==> src/hw/rtl/tksd_pkg.sv <==
// ----------------------------------------------------------------------------
// tksd_pkg
// Shared constants for the terminal key sequence decoder: item kinds,
// key codes, parser phases and the byte values the parser recognizes.
// ----------------------------------------------------------------------------
package tksd_pkg;

	localparam int TIMEOUT_BITS = 16;
	localparam int CFG_W        = 16;
	localparam int CMP_W        = (TIMEOUT_BITS > CFG_W) ? TIMEOUT_BITS : CFG_W;

	typedef logic [TIMEOUT_BITS-1:0] wait_t;
	typedef logic [CFG_W-1:0]        timeout_t;
	typedef logic [CMP_W-1:0]        cmp_t;
	typedef logic [3:0]              key_t;
	typedef logic [1:0]              func_t;
	typedef logic [2:0]              phase_t;

	localparam func_t F_BYTE   = 2'd0;
	localparam func_t F_TICK   = 2'd1;
	localparam func_t F_RESIZE = 2'd2;

	localparam phase_t PH_IDLE  = 3'd0;
	localparam phase_t PH_ESC   = 3'd1;
	localparam phase_t PH_INTRO = 3'd2;
	localparam phase_t PH_DIGIT = 3'd3;
	localparam phase_t PH_MOUSE = 3'd4;

	localparam key_t K_CHAR   = 4'd0;
	localparam key_t K_ENTER  = 4'd1;
	localparam key_t K_BKSP   = 4'd2;
	localparam key_t K_ESC    = 4'd3;
	localparam key_t K_UP     = 4'd4;
	localparam key_t K_DOWN   = 4'd5;
	localparam key_t K_RIGHT  = 4'd6;
	localparam key_t K_LEFT   = 4'd7;
	localparam key_t K_HOME   = 4'd8;
	localparam key_t K_END    = 4'd9;
	localparam key_t K_PGUP   = 4'd10;
	localparam key_t K_PGDN   = 4'd11;
	localparam key_t K_WHUP   = 4'd12;
	localparam key_t K_WHDN   = 4'd13;
	localparam key_t K_NONE   = 4'd14;
	localparam key_t K_WINCH  = 4'd15;

	localparam logic [1:0] MS_SKIP = 2'd0;
	localparam logic [1:0] MS_SIGN = 2'd1;
	localparam logic [1:0] MS_DIG  = 2'd2;
	localparam logic [1:0] MS_DONE = 2'd3;

	localparam logic [7:0] B_BS    = 8'h08;
	localparam logic [7:0] B_TAB   = 8'h09;
	localparam logic [7:0] B_LF    = 8'h0a;
	localparam logic [7:0] B_CR    = 8'h0d;
	localparam logic [7:0] B_ESC   = 8'h1b;
	localparam logic [7:0] B_SPACE = 8'h20;
	localparam logic [7:0] B_PLUS  = 8'h2b;
	localparam logic [7:0] B_ZERO  = 8'h30;
	localparam logic [7:0] B_ONE   = 8'h31;
	localparam logic [7:0] B_FOUR  = 8'h34;
	localparam logic [7:0] B_FIVE  = 8'h35;
	localparam logic [7:0] B_SIX   = 8'h36;
	localparam logic [7:0] B_NINE  = 8'h39;
	localparam logic [7:0] B_LT    = 8'h3c;
	localparam logic [7:0] B_A     = 8'h41;
	localparam logic [7:0] B_B     = 8'h42;
	localparam logic [7:0] B_C     = 8'h43;
	localparam logic [7:0] B_D     = 8'h44;
	localparam logic [7:0] B_F     = 8'h46;
	localparam logic [7:0] B_H     = 8'h48;
	localparam logic [7:0] B_UM    = 8'h4d;
	localparam logic [7:0] B_O     = 8'h4f;
	localparam logic [7:0] B_LBRK  = 8'h5b;
	localparam logic [7:0] B_LM    = 8'h6d;
	localparam logic [7:0] B_TILDE = 8'h7e;
	localparam logic [7:0] B_DEL   = 8'h7f;

	localparam logic [6:0] MOUSE_MAX  = 7'd127;
	localparam logic [6:0] MOUSE_WHUP = 7'd64;
	localparam logic [6:0] MOUSE_WHDN = 7'd65;

	localparam timeout_t TIMEOUT_RESET = 16'd20;

endpackage

==> src/hw/rtl/terminal_key_sequence_decoder.sv <==
// ----------------------------------------------------------------------------
// terminal_key_sequence_decoder
// Input words pass an input register and then a result register. Throughput:
// one word per cycle while the result side is not stalled by m_tready.
// Reset: asynchronous, active low; parser returns to idle, timeout is 20.
// ----------------------------------------------------------------------------
module terminal_key_sequence_decoder (
	input  logic                  clk,
	input  logic                  arst_n,
	input  logic                  s_tvalid,
	output logic                  s_tready,
	input  logic [7:0]            s_tdata,   // [7:0] rx_byte
	input  tksd_pkg::func_t       s_tuser,   // [1:0] func
	output logic                  m_tvalid,
	input  logic                  m_tready,
	output logic [7:0]            m_tdata,   // [7:0] char_value
	output tksd_pkg::key_t        m_tuser,   // [3:0] key_code
	input  logic                  cfg_valid,
	output logic                  cfg_ready,
	input  tksd_pkg::timeout_t    cfg_data
);
	import tksd_pkg::*;

	logic       in_valid_s1;
	func_t      in_func_s1;
	logic [7:0] in_byte_s1;
	logic       advance;

	timeout_t   timeout_q;
	phase_t     phase_q, phase_d;
	wait_t      wait_q, wait_d;
	logic [7:0] held_q, held_d;
	logic [6:0] mnum_q, mnum_d;
	logic [1:0] mflag_q, mflag_d;

	logic       emit;
	key_t       key;
	logic [7:0] chr;

	logic       out_valid_q;
	key_t       out_key_q;
	logic [7:0] out_chr_q;

	assign advance   = !out_valid_q || m_tready;
	assign s_tready  = !in_valid_s1 || advance;
	assign cfg_ready = 1'b1;

	always_ff @(posedge clk or negedge arst_n) begin
		if (!arst_n) begin
			in_valid_s1 <= 1'b0;
		end else if (s_tready) begin
			in_valid_s1 <= s_tvalid;
		end
	end

	always_ff @(posedge clk) begin
		if (s_tready && s_tvalid) begin
			in_func_s1 <= s_tuser;
			in_byte_s1 <= s_tdata;
		end
	end

	always_ff @(posedge clk or negedge arst_n) begin
		if (!arst_n) begin
			timeout_q <= TIMEOUT_RESET;
		end else if (cfg_valid && cfg_ready) begin
			timeout_q <= cfg_data;
		end
	end

	logic       is_dig;
	logic       is_sp;
	logic [10:0] mprod;
	wait_t      wait_inc;
	cmp_t       lim;

	always_comb begin
		is_dig   = (in_byte_s1 >= B_ZERO) && (in_byte_s1 <= B_NINE);
		is_sp    = (in_byte_s1 == B_SPACE) || ((in_byte_s1 >= B_TAB) && (in_byte_s1 <= B_CR));
		mprod    = {1'b0, mnum_q, 3'b000} + {3'b000, mnum_q, 1'b0}
			+ {7'd0, 4'(in_byte_s1 - B_ZERO)};
		wait_inc = (wait_q == {TIMEOUT_BITS{1'b1}}) ? wait_q : wait_q + 1'b1;
		lim      = (timeout_q == '0) ? cmp_t'(1) : cmp_t'(timeout_q);

		phase_d = phase_q;
		wait_d  = wait_q;
		held_d  = held_q;
		mnum_d  = mnum_q;
		mflag_d = mflag_q;
		emit    = 1'b0;
		key     = K_NONE;
		chr     = 8'd0;

		unique case (in_func_s1)
			F_TICK: begin
				if (phase_q == PH_ESC) begin
					wait_d = wait_inc;
					if (cmp_t'(wait_inc) >= lim || wait_inc == {TIMEOUT_BITS{1'b1}}) begin
						emit = 1'b1;
						key  = K_ESC;
					end
				end
			end
			F_RESIZE: begin
				if (phase_q == PH_IDLE) begin
					emit = 1'b1;
					key  = K_WINCH;
				end
			end
			F_BYTE: begin
				unique case (phase_q)
					PH_IDLE: begin
						if (in_byte_s1 == B_CR || in_byte_s1 == B_LF) begin
							emit = 1'b1;
							key  = K_ENTER;
						end else if (in_byte_s1 == B_DEL || in_byte_s1 == B_BS) begin
							emit = 1'b1;
							key  = K_BKSP;
						end else if (in_byte_s1 == B_ESC) begin
							phase_d = PH_ESC;
							wait_d  = '0;
						end else begin
							emit = 1'b1;
							key  = K_CHAR;
							chr  = in_byte_s1;
						end
					end
					PH_ESC: begin
						if (in_byte_s1 == B_LBRK || in_byte_s1 == B_O) begin
							held_d  = in_byte_s1;
							phase_d = PH_INTRO;
						end else begin
							emit = 1'b1;
							key  = K_ESC;
						end
					end
					PH_INTRO: begin
						if (held_q == B_LBRK && in_byte_s1 == B_LT) begin
							mnum_d  = '0;
							mflag_d = MS_SKIP;
							phase_d = PH_MOUSE;
						end else if (is_dig) begin
							held_d  = in_byte_s1;
							phase_d = PH_DIGIT;
						end else begin
							emit = 1'b1;
							unique case (in_byte_s1)
								B_A:     key = K_UP;
								B_B:     key = K_DOWN;
								B_C:     key = K_RIGHT;
								B_D:     key = K_LEFT;
								B_H:     key = K_HOME;
								B_F:     key = K_END;
								default: key = K_ESC;
							endcase
						end
					end
					PH_DIGIT: begin
						emit = 1'b1;
						if (in_byte_s1 != B_TILDE) begin
							key = K_ESC;
						end else begin
							unique case (held_q)
								B_ONE:   key = K_HOME;
								B_FOUR:  key = K_END;
								B_FIVE:  key = K_PGUP;
								B_SIX:   key = K_PGDN;
								default: key = K_ESC;
							endcase
						end
					end
					PH_MOUSE: begin
						if (in_byte_s1 == B_UM || in_byte_s1 == B_LM) begin
							emit = 1'b1;
							if (mnum_q == MOUSE_WHUP) begin
								key = K_WHUP;
							end else if (mnum_q == MOUSE_WHDN) begin
								key = K_WHDN;
							end else begin
								key = K_NONE;
							end
						end else if (mflag_q != MS_DONE) begin
							if (is_dig) begin
								mnum_d  = (mprod > 11'(MOUSE_MAX)) ? MOUSE_MAX : mprod[6:0];
								mflag_d = MS_DIG;
							end else if (mflag_q == MS_SKIP) begin
								if (in_byte_s1 == B_PLUS) begin
									mflag_d = MS_SIGN;
								end else if (!is_sp) begin
									mnum_d  = '0;
									mflag_d = MS_DONE;
								end
							end else begin
								mflag_d = MS_DONE;
							end
						end
					end
					default: begin
						phase_d = PH_IDLE;
					end
				endcase
			end
			default: begin
			end
		endcase

		if (emit) begin
			phase_d = PH_IDLE;
		end
	end

	always_ff @(posedge clk or negedge arst_n) begin
		if (!arst_n) begin
			phase_q <= PH_IDLE;
			wait_q  <= '0;
			held_q  <= '0;
			mnum_q  <= '0;
			mflag_q <= MS_SKIP;
		end else if (in_valid_s1 && advance) begin
			phase_q <= phase_d;
			wait_q  <= wait_d;
			held_q  <= held_d;
			mnum_q  <= mnum_d;
			mflag_q <= mflag_d;
		end
	end

	always_ff @(posedge clk or negedge arst_n) begin
		if (!arst_n) begin
			out_valid_q <= 1'b0;
		end else if (advance) begin
			out_valid_q <= in_valid_s1 && emit;
		end
	end

	always_ff @(posedge clk) begin
		if (advance && in_valid_s1 && emit) begin
			out_key_q <= key;
			out_chr_q <= chr;
		end
	end

	assign m_tvalid = out_valid_q;
	assign m_tuser  = out_key_q;
	assign m_tdata  = out_chr_q;

	a_char_only: assert property (@(posedge clk) disable iff (!arst_n)
		m_tvalid && m_tuser != K_CHAR |-> m_tdata == 8'd0)
		else $error("nonzero character on a non-character key");

	a_tick_quiet: assert property (@(posedge clk) disable iff (!arst_n)
		in_valid_s1 && advance && in_func_s1 == F_TICK && phase_q != PH_ESC |=> !m_tvalid)
		else $error("tick outside escape wait produced a key");

	a_resize_idle: assert property (@(posedge clk) disable iff (!arst_n)
		in_valid_s1 && advance && in_func_s1 == F_RESIZE && phase_q != PH_IDLE |=> !m_tvalid)
		else $error("resize reported outside idle");

	a_esc_start: assert property (@(posedge clk) disable iff (!arst_n)
		in_valid_s1 && advance && in_func_s1 == F_BYTE && phase_q == PH_IDLE
		&& in_byte_s1 == B_ESC |=> phase_q == PH_ESC && wait_q == '0)
		else $error("escape did not start the wait");

endmodule

==> config.mk <==
export PLATFORM = sky130hd
export DESIGN_NAME = terminal_key_sequence_decoder
export DESIGN_NICKNAME = d
export VERILOG_FILES = /design/src/hw/rtl/tksd_pkg.sv /design/src/hw/rtl/terminal_key_sequence_decoder.sv
export SDC_FILE = /design/constraint.sdc
export NUM_CORES = 1
export LEC_CHECK = 0
export BUFFER_PORTS_ARGS = -buffer_cell sky130_fd_sc_hd__buf_4
export CAP_MARGIN = 10
export CORE_MARGIN = 2
export CORE_UTILIZATION = 45
export DETAILED_ROUTE_END_ITERATION = 6
export HOLD_SLACK_MARGIN = 0.1
export SLEW_MARGIN = 0
export SYNTH_ARGS = -nofsm -noshare
export SYNTH_HDL_FRONTEND = slang
export SYNTH_SLANG_ARGS = --single-unit
export TNS_END_PERCENT = 5
==> constraint.sdc <==
create_clock -name clk -period 4.65 [get_ports clk]
set_input_delay 0.6975 -clock clk [delete_from_list [all_inputs] [get_ports clk]]
set_output_delay 0.6975 -clock clk [all_outputs]
set_load 0.01 [all_outputs]
==> impl_metrics.json, run 1 <==
{
  "clock_skew_ns": 0.009699,
  "fin_ws_ns": 0.5502,
  "r2r_start": "wait_q[0]",
  "crit_required_ns": 4.63,
  "grt_pass1_vias": 3857,
  "dp_hpwl_um": 8515,
  "p_clk_frac": 0.374,
  "postSynthAreaPerCell_sq_um": 9.347,
  "power.switching_uw": 358.5,
  "fill_cells": 922,
  "period_minus_slack_ns": 4.100,
  "ys_ff_latch": 76,
  "postCtsSetupRepairBufs": 0,
  "async_reset_ff_frac": 0.7105,
  "insertion_delay_ns": 0.36,
  "slew-limit-headroom": 0.3561,
  "cts_tree": "built",
  "finalSetupViolCount": 0,
  "cp-startpoint": "wait_q[0]",
  "cts_buffers": 9,
  "endpoint_kind": "register",
  "drv_cap": 0,
  "synth_edf_count": 22,
  "row_count": 37,
  "synth-compound-area-share": 0.1809,
  "clock_path_buffers": 2,
  "min_period_over_period": 0.8817,
  "post_dp_cell_area_sq_mm": 0.005243,
  "powerDensity_mw_per_mm2": 257.0,
  "route.detailed.drc": 0,
  "fp.dieH_um": 107.1,
  "drive_gt1_frac": 0.1559,
  "worstPathArrival_ns": 4.08,
  "synthAdderAreaFrac": 0.08680,
  "via_per_inst": 5.759,
  "yosys-mux-area-fraction": 0.03216,
  "yosys-top-cells-area": "dfrtp_1, edfxtp_1, ha_1",
  "synth-xor-area-share": 0.02379,
  "rr_worst_depth": 12,
  "synth-seq-area-share": 0.4209,
  "wirelength_um": 11460,
  "hold_path.class": "in -> async",
  "reg2reg_slack_ns": 0.55,
  "clock_sinks": 76,
  "hold_buffers": 0,
  "hold_violations": 0,
  "htreeDepth": 3,
  "core-area_sq_mm": 0.01032,
  "io_buffers": 44,
  "comb_power_share": 0.095,
  "rsz0062_at_grt": "false",
  "synth_simple_gate_area_share": 0.2173,
  "antenna_found_initial": 0,
  "p_sw_frac": 0.2563,
  "power.internal_mw": 1.040,
  "io_pins": 46,
  "synth_top_family_by_area": "simple AND/OR/NAND/NOR gates",
  "synthToLayoutAreaGrowth_pct": 13.73,
  "postCtsResizedCells": 0,
  "first_iter_violations": 222,
  "synthesis.area_sq_mm": 0.004786,
  "netlist_top_cells_count": "nand2_1, dfrtp_1, o21ai_0",
  "cts_root_buf": "clkbuf_8",
  "yosysWarnings": 0,
  "tightest_slew_ns": 0.9570,
  "crit_fanout": 12,
  "grt_overflow": 0,
  "seqPwrFrac": 0.531,
  "final_area_sq_mm": 0.005443,
  "die_area_sq_mm": 0.01148,
  "grt_max_degree": 55,
  "outcome": "finished clean",
  "stdcell_count": 694,
  "num_antenna_cells": 0,
  "grt_pass1_wl_um": 19330,
  "ys_dominant_reg_cell": "dfrtp_1",
  "slew_violations": 0,
  "layout.nets": 616,
  "fmax_ghz": 0.2439,
  "grt_util_all_layers": 0.2144,
  "synthesis.nets": 575,
  "firstDrtPassIters": 5,
  "finalSetupTns_ns": 0,
  "synth_most_common_cell": "nand2_1",
  "drtAntennaViolNets": 0,
  "gp_congestion": 0.8545,
  "vias": 3997,
  "die_x_um": 107.1,
  "r2r_end": "m_tdata[7]",
  "path_clk_slew_ns": 0.08,
  "yosys.area.top_type_share": 0.2719,
  "synth_cells": 512,
  "post-place-ws_ns": 0.5870,
  "irDropWorstVdd_mv": 0.2292,
  "initial_core_util": 0.4636,
  "cp-start-kind": "register",
  "crit_type": "reg -> reg",
  "yosysTopAreaCell": "dfrtp_1",
  "synth_cell_types": 74,
  "avgRoutedWirePerCell_um": 16.51,
  "placed_cells": 678,
  "p_leak_nw": 2.425
}
[worst max path at each step]
stage,end,slack [ns]
detailed placement,m_tdata[7],0.59
finish,m_tdata[7],0.55
CTS,m_tdata[7],0.55
floorplan,m_tdata[0],0.89
global placement,m_tdata[6],0.67
global route,m_tdata[6],0.16
[area by class of cell]
cell class	count	area, sq um	area share
multi-input cells	390	2592	0.4763
flip-flops and latches	76	2014	0.3701
repair buffers	48	360.3	0.06621
well taps	136	170.2	0.03126
clock buffers	11	141.4	0.02598
inverters	28	105.1	0.01931
clock inverters	5	58.81	0.01080
[state kept, by name (all words and copies together) (netlist names)]
| name | count |
|---|---|
| held_q | 8 |
| in_byte_s1 | 8 |
| in_func_s1 | 2 |
| in_valid_s1 | 1 |
| m_tdata | 8 |
| m_tuser | 4 |
| m_tvalid | 1 |
| mflag_q | 2 |
| mnum_q | 7 |
| phase_q | 3 |
| timeout_q | 16 |
| wait_q | 16 |
[layout by cell type, fill, tap and decap left out, types with 4 or more instances in the layout]
cell type | synthesis | final
nor4_1 | 8 | 8
nor2b_1 | 6 | 6
clkbuf_8 | 0 | 10
and3_1 | 4 | 4
ha_1 | 30 | 30
nor2_1 | 35 | 35
nand2b_1 | 11 | 11
nand3_1 | 10 | 10
inv_1 | 28 | 28
a21oi_1 | 20 | 20
nor3_1 | 18 | 18
o211ai_1 | 4 | 4
buf_4 | 1 | 48
xnor2_1 | 9 | 9
dfrtp_1 | 52 | 52
and2_1 | 12 | 12
nand2_1 | 59 | 59
o31ai_1 | 5 | 5
mux2i_1 | 6 | 6
a21o_1 | 8 | 8
edfxtp_1 | 22 | 22
o21ai_0 | 44 | 44
xor2_1 | 4 | 4
a21bo_2 | 5 | 5
a22o_1 | 7 | 7
mux2_2 | 7 | 7
nand4_1 | 11 | 11
a211oi_1 | 4 | 4
[stage by stage]
stage / hold WS, ns / util / power (mW)
after CTS: 0.4056 / 0.5272 / 1.412
final: 0.3797 / 0.5272 / 1.399
after global placement: 0.5117 / 0.5078 / 0.8868
after detailed placement: 0.5141 / 0.5078 / 0.8906
after global routing: 0.4252 / 0.5272 / 1.465
after floorplan: 0.4019 / - / 0.8226
[layer usage]
metal / part of all wire / up-vias / GRT usage / wire (um)
met2: 0.43 / 103 / 0.3056 / 4941
met3: 0.043 / 12 / 0.04620 / 494
li1: - / 1963 / - / -
met4: 0.011 / 0 / 0.05473 / 123
met5: 0 / - / 0 / 0
met1: 0.51 / 1919 / 0.3280 / 5899
[power groups by stage]
| stage | registers (mW) | logic [mW] | clock network [mW] |
|---|---|---|---|
| 2_1_floorplan | 0.749 | 0.0740 | 0 |
| 3_3_place_gp | 0.756 | 0.131 | 0 |
| 3_5_place_dp | 0.757 | 0.134 | 0 |
| 4_1_cts | 0.743 | 0.135 | 0.534 |
| 5_1_grt | 0.747 | 0.151 | 0.567 |
| 6_report | 0.743 | 0.133 | 0.523 |
[worst max-delay path, stage by stage, from the launching register on]
cell	delay (ns)
dfrtp_1	0.49
ha_1	0.29
nand4_1	0.14
or4_1	0.66
xnor2_1	0.19
ha_1	0.28
nand2b_1	0.14
a211oi_1	0.22
o21ai_0	0.12
a311o_1	0.33
a211oi_1	0.33
a21o_1	0.21
nand2_1	0.33
[cell families (layout without fill, tap and decap cells)]
| family | Yosys count | in the layout |
|---|---|---|
| xor gates and xnor gates | 13 | 13 |
| muxes | 14 | 14 |
| AOI/OAI and AO/OA | 129 | 129 |
| other | 1 | 1 |
| DFF | 76 | 76 |
| and+or+nand+nor | 201 | 201 |
| buffers and inverters | 46 | 92 |
| adders and majority gates | 32 | 32 |
Power figures use the tool's default switching activity.
==> run 2, diff against run 1 <==
--- a/config.mk
+++ b/config.mk
@@ -5,6 +5,7 @@
 export SDC_FILE = /design/constraint.sdc
 export NUM_CORES = 1
 export LEC_CHECK = 0
+export ABC_AREA = 1
 export BUFFER_PORTS_ARGS = -buffer_cell sky130_fd_sc_hd__buf_4
 export CAP_MARGIN = 10
 export CORE_MARGIN = 2
==> run 2 against run 1 <==
Against the previous run: non-clock buffer count decreased by 4; critical path type unchanged; register-to-register slack better by 0.87 ns; wire length up 0.28%; first-iteration DRC count rose by 13%; critical path depth is 5 higher; flip-flop and latch count stayed put; sequential share of layout area shrank 0.96 points; worst hold slack better by 0.0051 ns; critical endpoint is now m_tdata[2]; cell area rose by 2.7%.
==> impl_metrics.json, run 2 <==
{
  "outcome": "finished clean",
  "stdcell_count": 830,
  "tightest_slew_ns": 0.8972,
  "slew_violations": 0,
  "synth-seq-area-share": 0.4109,
  "io_pins": 46,
  "vias": 4326,
  "synth_most_common_cell": "nand2_1",
  "path_clk_slew_ns": 0.08,
  "synthesis.nets": 704,
  "finalSetupTns_ns": 0,
  "hold_buffers": 0,
  "irDropWorstVdd_mv": 0.1604,
  "crit_required_ns": 4.66,
  "synth_edf_count": 22,
  "reg_top3": "timeout_q x16, wait_q x16",
  "post_dp_cell_area_sq_mm": 0.005349,
  "worstPathArrival_ns": 3.25,
  "cts_buffers": 9,
  "placed_cells": 814,
  "cp-startpoint": "wait_q[0]",
  "grt_pass1_vias": 4206,
  "grt_pass1_wl_um": 19010,
  "async_reset_ff_frac": 0.7105,
  "synth_simple_gate_area_share": 0.2917,
  "core-area_sq_mm": 0.01075,
  "layout.nets": 748,
  "cts_root_buf": "clkbuf_8",
  "firstDrtPassIters": 4,
  "postSynthAreaPerCell_sq_um": 7.648,
  "gp_congestion": 0.9102,
  "reg2reg_slack_ns": 1.42,
  "num_antenna_cells": 0,
  "slew-limit-headroom": 0.4018,
  "synthToLayoutAreaGrowth_pct": 13.99,
  "crit_fanout": 12,
  "netlist_top_cells_count": "nand2_1, inv_1, nor2_1",
  "htreeDepth": 3,
  "grt_util_all_layers": 0.2098,
  "cts_tree": "built",
  "ys_ff_latch": 76,
  "clock_skew_ns": 0.008530,
  "met1_length_um": 4860,
  "cp-endpoint": "m_tdata[2]",
  "insertion_delay_ns": 0.36,
  "yosysTopAreaCell": "dfrtp_1",
  "wl_met3_um": 347,
  "mostFrequentLayoutCells": "nand2_1, inv_1, nor2_1",
  "drtAntennaViolNets": 0,
  "highest_layer": "met4",
  "layout_commonest_cell": "nand2_1",
  "yosys.area.top_type_share": 0.2654,
  "fmax_ghz": 0.3093,
  "r2r_start": "wait_q[0]",
  "row_count": 38,
  "clock_sinks": 76,
  "die_x_um": 108.4,
  "fp.dieH_um": 108.4,
  "via_per_inst": 5.212,
  "synth_cell_types": 46,
  "route.met2.wl_um": 5945,
  "synth-compound-area-share": 0.1223,
  "dp_hpwl_um": 8885,
  "hold_ws_ns": 0.3848,
  "min_period_over_period": 0.6954,
  "initial_core_util": 0.4562,
  "postCtsSetupRepairBufs": 0,
  "grt_overflow": 0,
  "synth_cells": 641,
  "final_area_sq_mm": 0.005588,
  "route.detailed.drc": 0,
  "yosys-top-cells-area": "dfrtp_1, edfxtp_1, nand2_1",
  "yosysWarnings": 0,
  "finalPower_mw": 1.889,
  "io_buffers": 44,
  "cp-start-kind": "register",
  "period_minus_slack_ns": 3.233,
  "synthAdderAreaFrac": 0.08474,
  "synthesis.area_sq_mm": 0.004902,
  "synth-xor-area-share": 0.007147,
  "yosys-mux-area-fraction": 0,
  "clock_path_buffers": 2,
  "avgRoutedWirePerCell_um": 13.84,
  "p_leak_nw": 2.667,
  "drv_cap": 0,
  "crit_type": "reg -> reg",
  "antenna_found_initial": 0,
  "ys_dominant_reg_cell": "dfrtp_1",
  "endpoint_kind": "register",
  "powerDensity_mw_per_mm2": 338.0,
  "grt_max_degree": 55,
  "rr_worst_depth": 17,
  "rsz0062_at_grt": "false",
  "drive_gt1_frac": 0.1333,
  "finalSetupViolCount": 0,
  "hold_path.class": "in -> async",
  "hold_violations": 0,
  "r2r_end": "m_tdata[2]",
  "first_iter_violations": 250,
  "wirelength_um": 11490,
  "postCtsResizedCells": 0,
  "synth_top_family_by_area": "simple AND/OR/NAND/NOR gates",
  "die_area_sq_mm": 0.01175
}
run 2: logic make-up after synthesis:
kind of cell | Yosys count
adders and majority gates | 32
xor gates and xnor gates | 4
DFF | 76
AOI/OAI and AO/OA | 108
buffers and inverters | 103
and+or+nand+nor | 317
other | 1
run 2: layout make-up:
| class | instances | area [sq um] |
|---|---|---|
| inverter | 92 | 345.3 |
| fill | 1081 | 5157 |
| sequential | 76 | 2014 |
| tap | 140 | 175.2 |
| timing repair buffer | 44 | 330.3 |
| multi-input combinational | 462 | 2484 |
| clock inverter | 7 | 115.1 |
| clock buffer | 9 | 123.9 |
run 2: worst min path at each step:
stage	start	to	cells past startpoint
final	arst_n	wait_q[15]	1
after global routing	arst_n	wait_q[13]	1
after CTS	arst_n	wait_q[0]	1
after detailed placement	held_q[4]	held_q[4]	2
after global placement	held_q[4]	held_q[4]	2
after floorplan	arst_n	held_q[0]	0
run 2: metal layers:
metal,vias to the layer above,global-route usage
met1,2009,0.2360
li1,2215,-
met2,82,0.3729
met5,-,0
met3,20,0.04340
met4,0,0.1099
run 2: metrics by stage:
step,setup slack (ns),util
final,1.417,0.5200
after floorplan,1.900,-
after CTS,1.417,0.5200
after global placement,1.603,0.4978
after global routing,0.9184,0.5200
after detailed placement,1.446,0.4978
run 2: critical path: stages, from the launching register on:
cell,delay (ns)
dfrtp_1,0.42
ha_1,0.28
nand3_1,0.15
nor2_1,0.27
nand3_1,0.11
nand2_1,0.07
nand3_1,0.12
ha_1,0.34
nand4_1,0.09
inv_1,0.09
nand2_1,0.07
o21ai_0,0.16
nor2_1,0.07
nand2_2,0.08
nand2_2,0.07
nand2_2,0.06
nand2_2,0.07
inv_1,0.35
run 2: report_power, final:
group	switching, mW	total (mW)	internal (mW)	leakage [nW]
clock network	0.254	0.608	0.354	0.117
logic	0.283	0.446	0.162	1.65
registers	0.0711	0.834	0.763	0.901
total	0.608	1.89	1.28	2.67
